**src/hw/rtl/kvt_pkg.sv**
```systemverilog
// Package: shared codes, character constants and the result record of the key=value tokenizer.
package kvt_pkg;

  // Sticky status codes reported with every result.
  localparam logic [2:0] ST_OK            = 3'd0;
  localparam logic [2:0] ST_BAD_KEY_CHAR  = 3'd1;
  localparam logic [2:0] ST_LEADING_DIGIT = 3'd2;
  localparam logic [2:0] ST_EMPTY_KEY     = 3'd3;
  localparam logic [2:0] ST_EQ_EXPECTED   = 3'd4;
  localparam logic [2:0] ST_MISSING_VALUE = 3'd5;
  localparam logic [2:0] ST_BAD_ESCAPE    = 3'd6;
  localparam logic [2:0] ST_UNTERMINATED  = 3'd7;

  // Characters with a meaning to the parser.
  localparam logic [7:0] CH_EQUALS     = 8'h3D;
  localparam logic [7:0] CH_DQUOTE     = 8'h22;
  localparam logic [7:0] CH_SQUOTE     = 8'h27;
  localparam logic [7:0] CH_BACKSLASH  = 8'h5C;
  localparam logic [7:0] CH_UNDERSCORE = 8'h5F;

  // One result as produced by the parser for one input byte.
  typedef struct packed {
    logic       char_valid;
    logic [7:0] out_char;
    logic       is_value;
    logic       key_end;
    logic       value_end;
    logic [2:0] status;
    logic       done_res;
  } kvt_res_t;

endpackage

```
**src/hw/rtl/kvt_if.sv**
```systemverilog
// Interfaces: the byte request channel and the result request channel.
interface kvt_in_if;
  logic       valid;
  logic       ready;
  logic [7:0] in_byte;
  logic       last_byte;

  modport source (output valid, output in_byte, output last_byte, input ready);
  modport sink (input valid, input in_byte, input last_byte, output ready);
endinterface

interface kvt_out_if;
  logic       valid;
  logic       ready;
  logic       char_valid;
  logic [7:0] out_char;
  logic       is_value;
  logic       key_end;
  logic       value_end;
  logic [2:0] status;
  logic       done_res;

  modport source (output valid, output char_valid, output out_char, output is_value,
                  output key_end, output value_end, output status, output done_res,
                  input ready);
  modport sink (input valid, input char_valid, input out_char, input is_value,
                input key_end, input value_end, input status, input done_res,
                output ready);
endinterface

```
**src/hw/rtl/kvt_parser.sv**
```systemverilog
// Parser: parse mode, quote kind and sticky error, with the per-byte decode logic.
module kvt_parser (
  input  logic              clk,
  input  logic              rst,
  input  logic              step,
  input  logic [7:0]        in_byte,
  input  logic              last_byte,
  output kvt_pkg::kvt_res_t res
);
  import kvt_pkg::*;

  typedef enum logic [2:0] {
    MODE_BETWEEN  = 3'd0,
    MODE_KEY      = 3'd1,
    MODE_AFTER_EQ = 3'd2,
    MODE_BARE     = 3'd3,
    MODE_QUOTED   = 3'd4,
    MODE_ESCAPE   = 3'd5
  } mode_t;

  mode_t      mode, mode_next;
  logic       quote_single, quote_single_next;
  logic [2:0] err, err_next;

  logic       is_ws, is_digit, is_key_char;
  logic [7:0] quote_char;

  // Character classes of the current byte.
  always_comb begin
    is_ws       = (in_byte == 8'h20) || (in_byte >= 8'h09 && in_byte <= 8'h0D);
    is_digit    = (in_byte >= 8'h30) && (in_byte <= 8'h39);
    is_key_char = is_digit || (in_byte >= 8'h41 && in_byte <= 8'h5A) ||
                  (in_byte >= 8'h61 && in_byte <= 8'h7A) || (in_byte == CH_UNDERSCORE);
    quote_char  = quote_single ? CH_SQUOTE : CH_DQUOTE;
  end

  // Decode of one byte against the current mode, then the end-of-string checks.
  always_comb begin
    res               = '0;
    mode_next         = mode;
    quote_single_next = quote_single;
    err_next          = err;

    if (err == ST_OK) begin
      unique case (mode)
        MODE_KEY: begin
          if (is_ws) begin
            err_next = ST_EQ_EXPECTED;
          end else if (in_byte == CH_EQUALS) begin
            res.key_end = 1'b1;
            mode_next   = MODE_AFTER_EQ;
          end else if (!is_key_char) begin
            err_next = ST_BAD_KEY_CHAR;
          end else begin
            res.char_valid = 1'b1;
            res.out_char   = in_byte;
          end
        end
        MODE_AFTER_EQ: begin
          if (is_ws) begin
            err_next = ST_MISSING_VALUE;
          end else if (in_byte == CH_DQUOTE || in_byte == CH_SQUOTE) begin
            quote_single_next = (in_byte == CH_SQUOTE);
            mode_next         = MODE_QUOTED;
          end else begin
            res.char_valid = 1'b1;
            res.out_char   = in_byte;
            res.is_value   = 1'b1;
            mode_next      = MODE_BARE;
          end
        end
        MODE_BARE: begin
          if (is_ws) begin
            res.value_end = 1'b1;
            mode_next     = MODE_BETWEEN;
          end else begin
            res.char_valid = 1'b1;
            res.out_char   = in_byte;
            res.is_value   = 1'b1;
          end
        end
        MODE_QUOTED: begin
          if (in_byte == CH_BACKSLASH) begin
            mode_next = MODE_ESCAPE;
          end else if (in_byte == quote_char) begin
            res.value_end = 1'b1;
            mode_next     = MODE_BETWEEN;
          end else begin
            res.char_valid = 1'b1;
            res.out_char   = in_byte;
            res.is_value   = 1'b1;
          end
        end
        MODE_ESCAPE: begin
          if (in_byte == CH_BACKSLASH || in_byte == quote_char) begin
            res.char_valid = 1'b1;
            res.out_char   = in_byte;
            res.is_value   = 1'b1;
            mode_next      = MODE_QUOTED;
          end else begin
            err_next = ST_BAD_ESCAPE;
          end
        end
        default: begin
          // Between pairs; unused codes behave the same way.
          if (is_ws) begin
            mode_next = MODE_BETWEEN;
          end else if (in_byte == CH_EQUALS) begin
            err_next = ST_EMPTY_KEY;
          end else if (!is_key_char) begin
            err_next = ST_BAD_KEY_CHAR;
          end else if (is_digit) begin
            err_next = ST_LEADING_DIGIT;
          end else begin
            res.char_valid = 1'b1;
            res.out_char   = in_byte;
            mode_next      = MODE_KEY;
          end
        end
      endcase

      // At the end of the string an open construct is an error, a bare value closes.
      if (last_byte && err_next == ST_OK) begin
        if (mode_next == MODE_KEY) begin
          err_next = ST_EQ_EXPECTED;
        end else if (mode_next == MODE_AFTER_EQ) begin
          err_next = ST_MISSING_VALUE;
        end else if (mode_next == MODE_QUOTED || mode_next == MODE_ESCAPE) begin
          err_next = ST_UNTERMINATED;
        end else if (mode_next == MODE_BARE) begin
          res.value_end = 1'b1;
        end
      end
    end

    res.status   = err_next;
    res.done_res = last_byte;
  end

  // Parser state; the last byte of a string returns it to the reset state.
  always_ff @(posedge clk) begin
    if (rst) begin
      mode         <= MODE_BETWEEN;
      quote_single <= 1'b0;
      err          <= ST_OK;
    end else if (step) begin
      if (last_byte) begin
        mode         <= MODE_BETWEEN;
        quote_single <= 1'b0;
        err          <= ST_OK;
      end else begin
        mode         <= mode_next;
        quote_single <= quote_single_next;
        err          <= err_next;
      end
    end
  end

endmodule

```
**src/hw/rtl/key_value_pair_tokenizer_unit.sv**
```systemverilog
// Top level: key=value tokenizer with an input register and a result register.
//
// Usage: bytes of a key=value list arrive on in_chan, one per request, with
// last_byte set on the final byte of each string. Every byte yields exactly
// one result request on out_chan: a decoded key or value character (escapes
// removed), key and value end marks, the sticky status code and done_res on
// the result for the last byte. After an error the following bytes of the
// same string give no characters or marks, only the repeated status.
// A byte is captured in the input register and its result in the result
// register, from which it is offered. Throughput: one byte per cycle while
// the receiver takes results; the parse state is read and updated by a
// single short decode step between the two registers.
// Reset: rst clears both register stages and puts the parser between pairs
// with no error. When the receiver stalls, the result register holds its
// request, the input register fills behind it, and in_chan.ready falls;
// flow resumes without loss as soon as out_chan.ready returns.
module key_value_pair_tokenizer_unit (
  input  logic             clk,
  input  logic             rst,
  kvt_in_if.sink           in_chan,
  kvt_out_if.source        out_chan
);
  import kvt_pkg::*;

  logic       s1_valid;
  logic [7:0] s1_byte;
  logic       s1_last;
  logic       out_valid;
  kvt_res_t   out_res;
  kvt_res_t   step_res;
  logic       advance;

  // The input stage moves on when the result register is empty or being emptied.
  assign advance       = s1_valid && (!out_valid || out_chan.ready);
  assign in_chan.ready = !s1_valid || advance;

  kvt_parser u_parser (
    .clk       (clk),
    .rst       (rst),
    .step      (advance),
    .in_byte   (s1_byte),
    .last_byte (s1_last),
    .res       (step_res)
  );

  // Input register and result register.
  always_ff @(posedge clk) begin
    if (rst) begin
      s1_valid  <= 1'b0;
      out_valid <= 1'b0;
    end else begin
      if (in_chan.ready) begin
        s1_valid <= in_chan.valid;
      end
      if (advance) begin
        out_valid <= 1'b1;
      end else if (out_chan.ready) begin
        out_valid <= 1'b0;
      end
    end
    if (in_chan.valid && in_chan.ready) begin
      s1_byte <= in_chan.in_byte;
      s1_last <= in_chan.last_byte;
    end
    if (advance) begin
      out_res <= step_res;
    end
  end

  // Result channel outputs.
  assign out_chan.valid      = out_valid;
  assign out_chan.char_valid = out_res.char_valid;
  assign out_chan.out_char   = out_res.out_char;
  assign out_chan.is_value   = out_res.is_value;
  assign out_chan.key_end    = out_res.key_end;
  assign out_chan.value_end  = out_res.value_end;
  assign out_chan.status     = out_res.status;
  assign out_chan.done_res   = out_res.done_res;

  // A character never shares a result with a key end, and only the last byte of
  // a bare value carries both its character and the value end.
  assert property (@(posedge clk) disable iff (rst)
    out_valid && out_res.char_valid |->
      !out_res.key_end && (!out_res.value_end || out_res.done_res))
    else $error("character reported together with an end mark");

  // Without a character the character fields read as zero.
  assert property (@(posedge clk) disable iff (rst)
    out_valid && !out_res.char_valid |-> out_res.out_char == 8'h00 && !out_res.is_value)
    else $error("character fields set without a character");

  // A value can only end while the string is free of errors.
  assert property (@(posedge clk) disable iff (rst)
    out_valid && out_res.value_end |-> out_res.status == ST_OK)
    else $error("value end reported with an error pending");

  // The first cycle after reset offers no result.
  assert property (@(posedge clk) $past(rst) |-> !out_valid)
    else $error("result offered straight after reset");

endmodule

```
**src/flat_wrapper.sv**
```systemverilog
// flat-port wrapper written by rule: the top's interface ports become plain ports
module key_value_pair_tokenizer_unit_flat import kvt_pkg::*;
  (clk, rst, in_chan_valid, in_chan_in_byte, in_chan_last_byte, in_chan_ready, out_chan_valid, out_chan_char_valid, out_chan_out_char, out_chan_is_value, out_chan_key_end, out_chan_value_end, out_chan_status, out_chan_done_res, out_chan_ready);
  kvt_in_if in_chan_i ();
  kvt_out_if out_chan_i ();
  input  logic clk;
  input  logic rst;
  input wire logic [$bits(in_chan_i.valid)-1:0] in_chan_valid;
  input wire logic [$bits(in_chan_i.in_byte)-1:0] in_chan_in_byte;
  input wire logic [$bits(in_chan_i.last_byte)-1:0] in_chan_last_byte;
  output wire logic [$bits(in_chan_i.ready)-1:0] in_chan_ready;
  output wire logic [$bits(out_chan_i.valid)-1:0] out_chan_valid;
  output wire logic [$bits(out_chan_i.char_valid)-1:0] out_chan_char_valid;
  output wire logic [$bits(out_chan_i.out_char)-1:0] out_chan_out_char;
  output wire logic [$bits(out_chan_i.is_value)-1:0] out_chan_is_value;
  output wire logic [$bits(out_chan_i.key_end)-1:0] out_chan_key_end;
  output wire logic [$bits(out_chan_i.value_end)-1:0] out_chan_value_end;
  output wire logic [$bits(out_chan_i.status)-1:0] out_chan_status;
  output wire logic [$bits(out_chan_i.done_res)-1:0] out_chan_done_res;
  input wire logic [$bits(out_chan_i.ready)-1:0] out_chan_ready;
  assign in_chan_i.valid = in_chan_valid;
  assign in_chan_i.in_byte = in_chan_in_byte;
  assign in_chan_i.last_byte = in_chan_last_byte;
  assign in_chan_ready = in_chan_i.ready;
  assign out_chan_valid = out_chan_i.valid;
  assign out_chan_char_valid = out_chan_i.char_valid;
  assign out_chan_out_char = out_chan_i.out_char;
  assign out_chan_is_value = out_chan_i.is_value;
  assign out_chan_key_end = out_chan_i.key_end;
  assign out_chan_value_end = out_chan_i.value_end;
  assign out_chan_status = out_chan_i.status;
  assign out_chan_done_res = out_chan_i.done_res;
  assign out_chan_i.ready = out_chan_ready;
  key_value_pair_tokenizer_unit u_core (.clk(clk), .rst(rst), .in_chan(in_chan_i), .out_chan(out_chan_i));
endmodule
```
**config.mk**
```make
export PLATFORM = sky130hd
export DESIGN_NAME = key_value_pair_tokenizer_unit_flat
export DESIGN_NICKNAME = d
export VERILOG_FILES = /design/src/hw/rtl/kvt_pkg.sv /design/src/hw/rtl/kvt_if.sv /design/src/hw/rtl/kvt_parser.sv /design/src/hw/rtl/key_value_pair_tokenizer_unit.sv /design/src/flat_wrapper.sv
export SDC_FILE = /design/constraint.sdc
export NUM_CORES = 1
export LEC_CHECK = 0
export BUFFER_PORTS_ARGS = -buffer_cell sky130_fd_sc_hd__buf_2
export CAP_MARGIN = 40
export CORE_ASPECT_RATIO = 1.4
export CORE_UTILIZATION = 42
export DETAILED_ROUTE_END_ITERATION = 8
export PLACE_DENSITY = 0.69
export REMOVE_ABC_BUFFERS = 1
export SETUP_SLACK_MARGIN = 0.15
export SLEW_MARGIN = 10
export SYNTH_ARGS = -nofsm -noshare
export SYNTH_HDL_FRONTEND = slang
export SYNTH_SLANG_ARGS = --single-unit
```
**constraint.sdc**
```tcl
create_clock -name clk -period 7.45 [get_ports clk]
set_clock_uncertainty 0.1 [all_clocks]
set_input_delay 0 -clock clk [delete_from_list [all_inputs] [get_ports clk]]
set_output_delay 0 -clock clk [all_outputs]
set_load 0.02 [all_outputs]
```
==> impl_metrics.py <==
metrics = {
    "global_routing": {
        "grt_use_total_pct": 22.5,
        "use_met3_pct": 3.54,
        "grtUsageMet2_pct": 37.1,
        "gr-usage-met1_pct": 26.7,
        "grt-busiest-layer": "met2",
        "overflow": 0,
        "antenna_found_initial": 0,
        "grt_pass1_vias": 1737,
        "grt_max_degree": 22,
        "grt_pass1_wl_mm": 8.47,
    },
    "timing": {
        "fmax_mhz": 316,
        "finalCritPeriodShare_pct": 42.4,
        "hold_violations": 0,
        "slew_violations": 0,
        "hold_ws_ns": 0.269,
        "final.min_clock_period_ns": 3.16,
        "setup-violations-final": 0,
        "setup_slack_ns": 4.29,
        "slew_headroom_pct": 47.9,
        "grt_setup_unrepaired": "false",
        "worstMarginPinSlew_ns": 0.780,
        "tns_ns": 0,
    },
    "place": {
        "routabilityCongestion": 0.881,
        "portBuffers": 30,
        "pre_cts_ws_ns": 4.42,
        "dp_hpwl_mm": 3.61,
        "place_area_um2": 2210,
    },
    "cells_and_area": {
        "diodes": 0,
        "drive_above_1_share_pct": 16.8,
        "multiInputGateArea_um2": 1010,
        "regArea_um2": 931,
        "nNetsFinal": 274,
        "fin_util_pct": 53.4,
        "area_growth_pct": 20.3,
        "finalInstanceArea_um2": 2460,
        "fill_cells": 432,
    },
    "min_path": {
        "hp-class": "input pin to primary output",
    },
    "synthesis": {
        "synth_area_um2": 2040,
        "synth_top_area_cell": "edfxtp_1",
        "ys_types": 59,
        "synth-edff-count": 25,
        "ys_warn_count": 0,
        "synth_top_area_share_pct": 36.7,
        "yosys-top-cells-area": "edfxtp_1, dfxtp_1, nor2_1",
        "syn_area_per_cell_um2": 9.25,
        "synthesis.instances": 221,
        "async_flop_share_pct": 0,
        "seq_area_frac_synth_pct": 45.5,
        "ys_ff_latch": 34,
        "dominantRegCellSynth": "edfxtp_1",
    },
    "clocking": {
        "cts.path.max_buffers": 2,
        "htreeDepth": 2,
        "tritoncts": "yes",
        "postCtsSetupBuffers": 0,
        "clkLatencyLatePin_ns": 0.29,
        "root_buffer": "clkbuf_8",
        "numCtsBuffers": 5,
        "cts.sinks": 34,
        "clk_pin_slew_ns": 0.07,
    },
    "power": {
        "p_sw_uw": 105,
        "p_leak_uw": 0.000925,
        "seqPwrFrac_pct": 50.5,
        "pwr_density_cell_nw_per_um2": 179,
        "switching_share_pct": 23.8,
        "internal_power_uw": 335,
        "pwr-share-comb_pct": 11.7,
        "ir_worst_vdd_mv": 0.109,
        "p_clk_share_pct": 37.7,
    },
    "critical_path": {
        "startpoint": "u_core.s1_byte[6]",
        "reg2reg_from": "u_core.s1_byte[6]",
        "end_kind": "flip-flop",
        "critPathKind": "flip-flop to flip-flop",
        "r2r_setup_slack_ns": 4.29,
        "crit_end": "u_core.out_chan.status[2]",
        "r2r_end": "u_core.out_chan.status[2]",
        "arrival_ns": 3.20,
        "cp_max_fo": 5,
        "critical_path_required_ns": 7.49,
        "r2r_cells": 8,
        "cp-start-kind": "flip-flop",
    },
    "job": {
        "maxCapViolCount": 0,
    },
    "floorplanning": {
        "die_w_um": 61.0,
        "core_area_um2": 4610,
        "start_util_pct": 44.4,
        "die_h_um": 84.6,
        "io_pins": 31,
        "rows": 29,
        "die-area_um2": 5150,
    },
    "routing": {
        "via_per_inst": 5.82,
        "dr.pass1.iters": 6,
        "vias": 1885,
        "drt-initial-drc-count": 98,
        "drc": 0,
        "wl_mm": 5.15,
        "ant_nets": 0,
        "routedWlPerCell_um": 15.9,
    },
    "status": {
        "status": "complete, no violations",
    },
}
per-layer routing:
| layer | up-vias | share of wire [%] |
|---|---|---|
| li1 | 910 | - |
| met1 | 888 | 41 |
| met2 | 68 | 51 |
| met3 | 19 | 4.1 |
| met4 | 0 | 4.3 |
| met5 | - | 0 |
power by group through the flow:
stage | logic (uW) | clock network [uW] | registers, uW
floorplan | 24.6 | 0 | 229
detailed placement | 45.5 | 0 | 226
global route | 56.8 | 176 | 223
finish | 51.6 | 166 | 222
global placement | 44.8 | 0 | 225
CTS | 51.5 | 170 | 222
sequential cells by signal, summed over array words and instances, names as in the netlist:
signal / cells
u_core.out_chan.char_valid: 1
u_core.out_chan.done_res: 1
u_core.out_chan.is_value: 1
u_core.out_chan.key_end: 1
u_core.out_chan.out_char: 8
u_core.out_chan.status: 3
u_core.out_chan.valid: 1
u_core.out_chan.value_end: 1
u_core.s1_byte: 8
u_core.s1_last: 1
u_core.s1_valid: 1
u_core.u_parser.err: 3
u_core.u_parser.mode: 3
u_core.u_parser.quote_single: 1
worst min-delay path by stage:
stage | from | cells after the start | endpoint | slack, ns
after global placement | in_chan_in_byte[0] | 1 | u_core.s1_byte[0] | 0.08
after detailed placement | in_chan_in_byte[0] | 1 | u_core.s1_byte[0] | 0.08
after floorplan | rst | 1 | u_core.out_chan.valid | -0.03
after global routing | out_chan_ready | 4 | in_chan_ready | 0.30
final | out_chan_ready | 4 | in_chan_ready | 0.27
after CTS | out_chan_ready | 4 | in_chan_ready | 0.27
critical path, stage by stage, from the launching register on:
cell	delay, ns
edfxtp_1	0.45
nor3b_1	0.56
o2111ai_1	0.33
and2_0	0.32
o21a_1	0.25
o32a_1	0.23
or2_0	0.24
a311oi_1	0.35
a2bb2oi_1	0.18
layout by cell type (no fill, tap or decap), types with 2 or more instances in the layout:
cell type and n:
nor3_1 12, o21ai_0 17, and3_1 2, dlygate4sd3_1 14, nand4bb_1 2, mux2i_1 2, a21boi_0 2, inv_1 9
or3_1 2, nor2b_1 7, or2_2 3, nand2b_1 4, nand4b_1 2, nor4_1 2, clkbuf_1 2, nor2_1 27
o2111ai_1 2, o21a_1 5, dfxtp_1 9, clkbuf_8 5, a211oi_1 2, xnor2_1 2, o211a_1 2, nand4_1 4
nand2_1 11, nor4b_1 2, edfxtp_1 25, nand3b_1 3, a21oi_1 14, and2_1 6, a22oi_1 3, buf_2 31
stage by stage:
step | std cells | power (uW)
final | 324 | 439
after detailed placement | 302 | 271
after CTS | 324 | 444
after global placement | 301 | 270
after floorplan | 209 | 254
after global routing | 324 | 456
repair_timing:
item,in CTS,in global routing
resized for setup,0,0
endpoints found under the hold margin,15,0
setup endpoints to repair,0,0
hold buffers,14,0
area by class of cell:
type / count / share of cell area (%)
multi-input combinational: 166 / 41.3
sequential: 34 / 37.9
timing repair buffer: 45 / 12.0
tap: 62 / 3.16
clock buffer: 7 / 3.10
inverter: 9 / 1.37
clock inverter: 1 / 1.22
synthesized netlist by cell type, types with 3 or more instances:
master	count
nor2_1	27
edfxtp_1	25
o21ai_0	17
a21oi_1	14
nor3_1	12
nand2_1	11
dfxtp_1	9
inv_1	9
nor2b_1	7
and2_1	6
buf_2	5
o21a_1	5
clkbuf_1	4
nand2b_1	4
nand4_1	4
a22oi_1	3
nand3b_1	3
or2_2	3
cell families (layout without fill, tap and decap cells):
| logic type | count (synthesis) | after routing | synth area share (%) |
|---|---|---|---|
| buffers and inverters | 21 | 62 | 4.83 |
| AND/OR/NAND/NOR | 98 | 98 | 26.6 |
| flip-flops | 34 | 34 | 45.5 |
| XOR/XNOR | 2 | 2 | 0.857 |
| AO/OA/AOI/OAI | 64 | 64 | 21.2 |
| multiplexers | 2 | 2 | 0.979 |
Power figures use the tool's default switching activity.
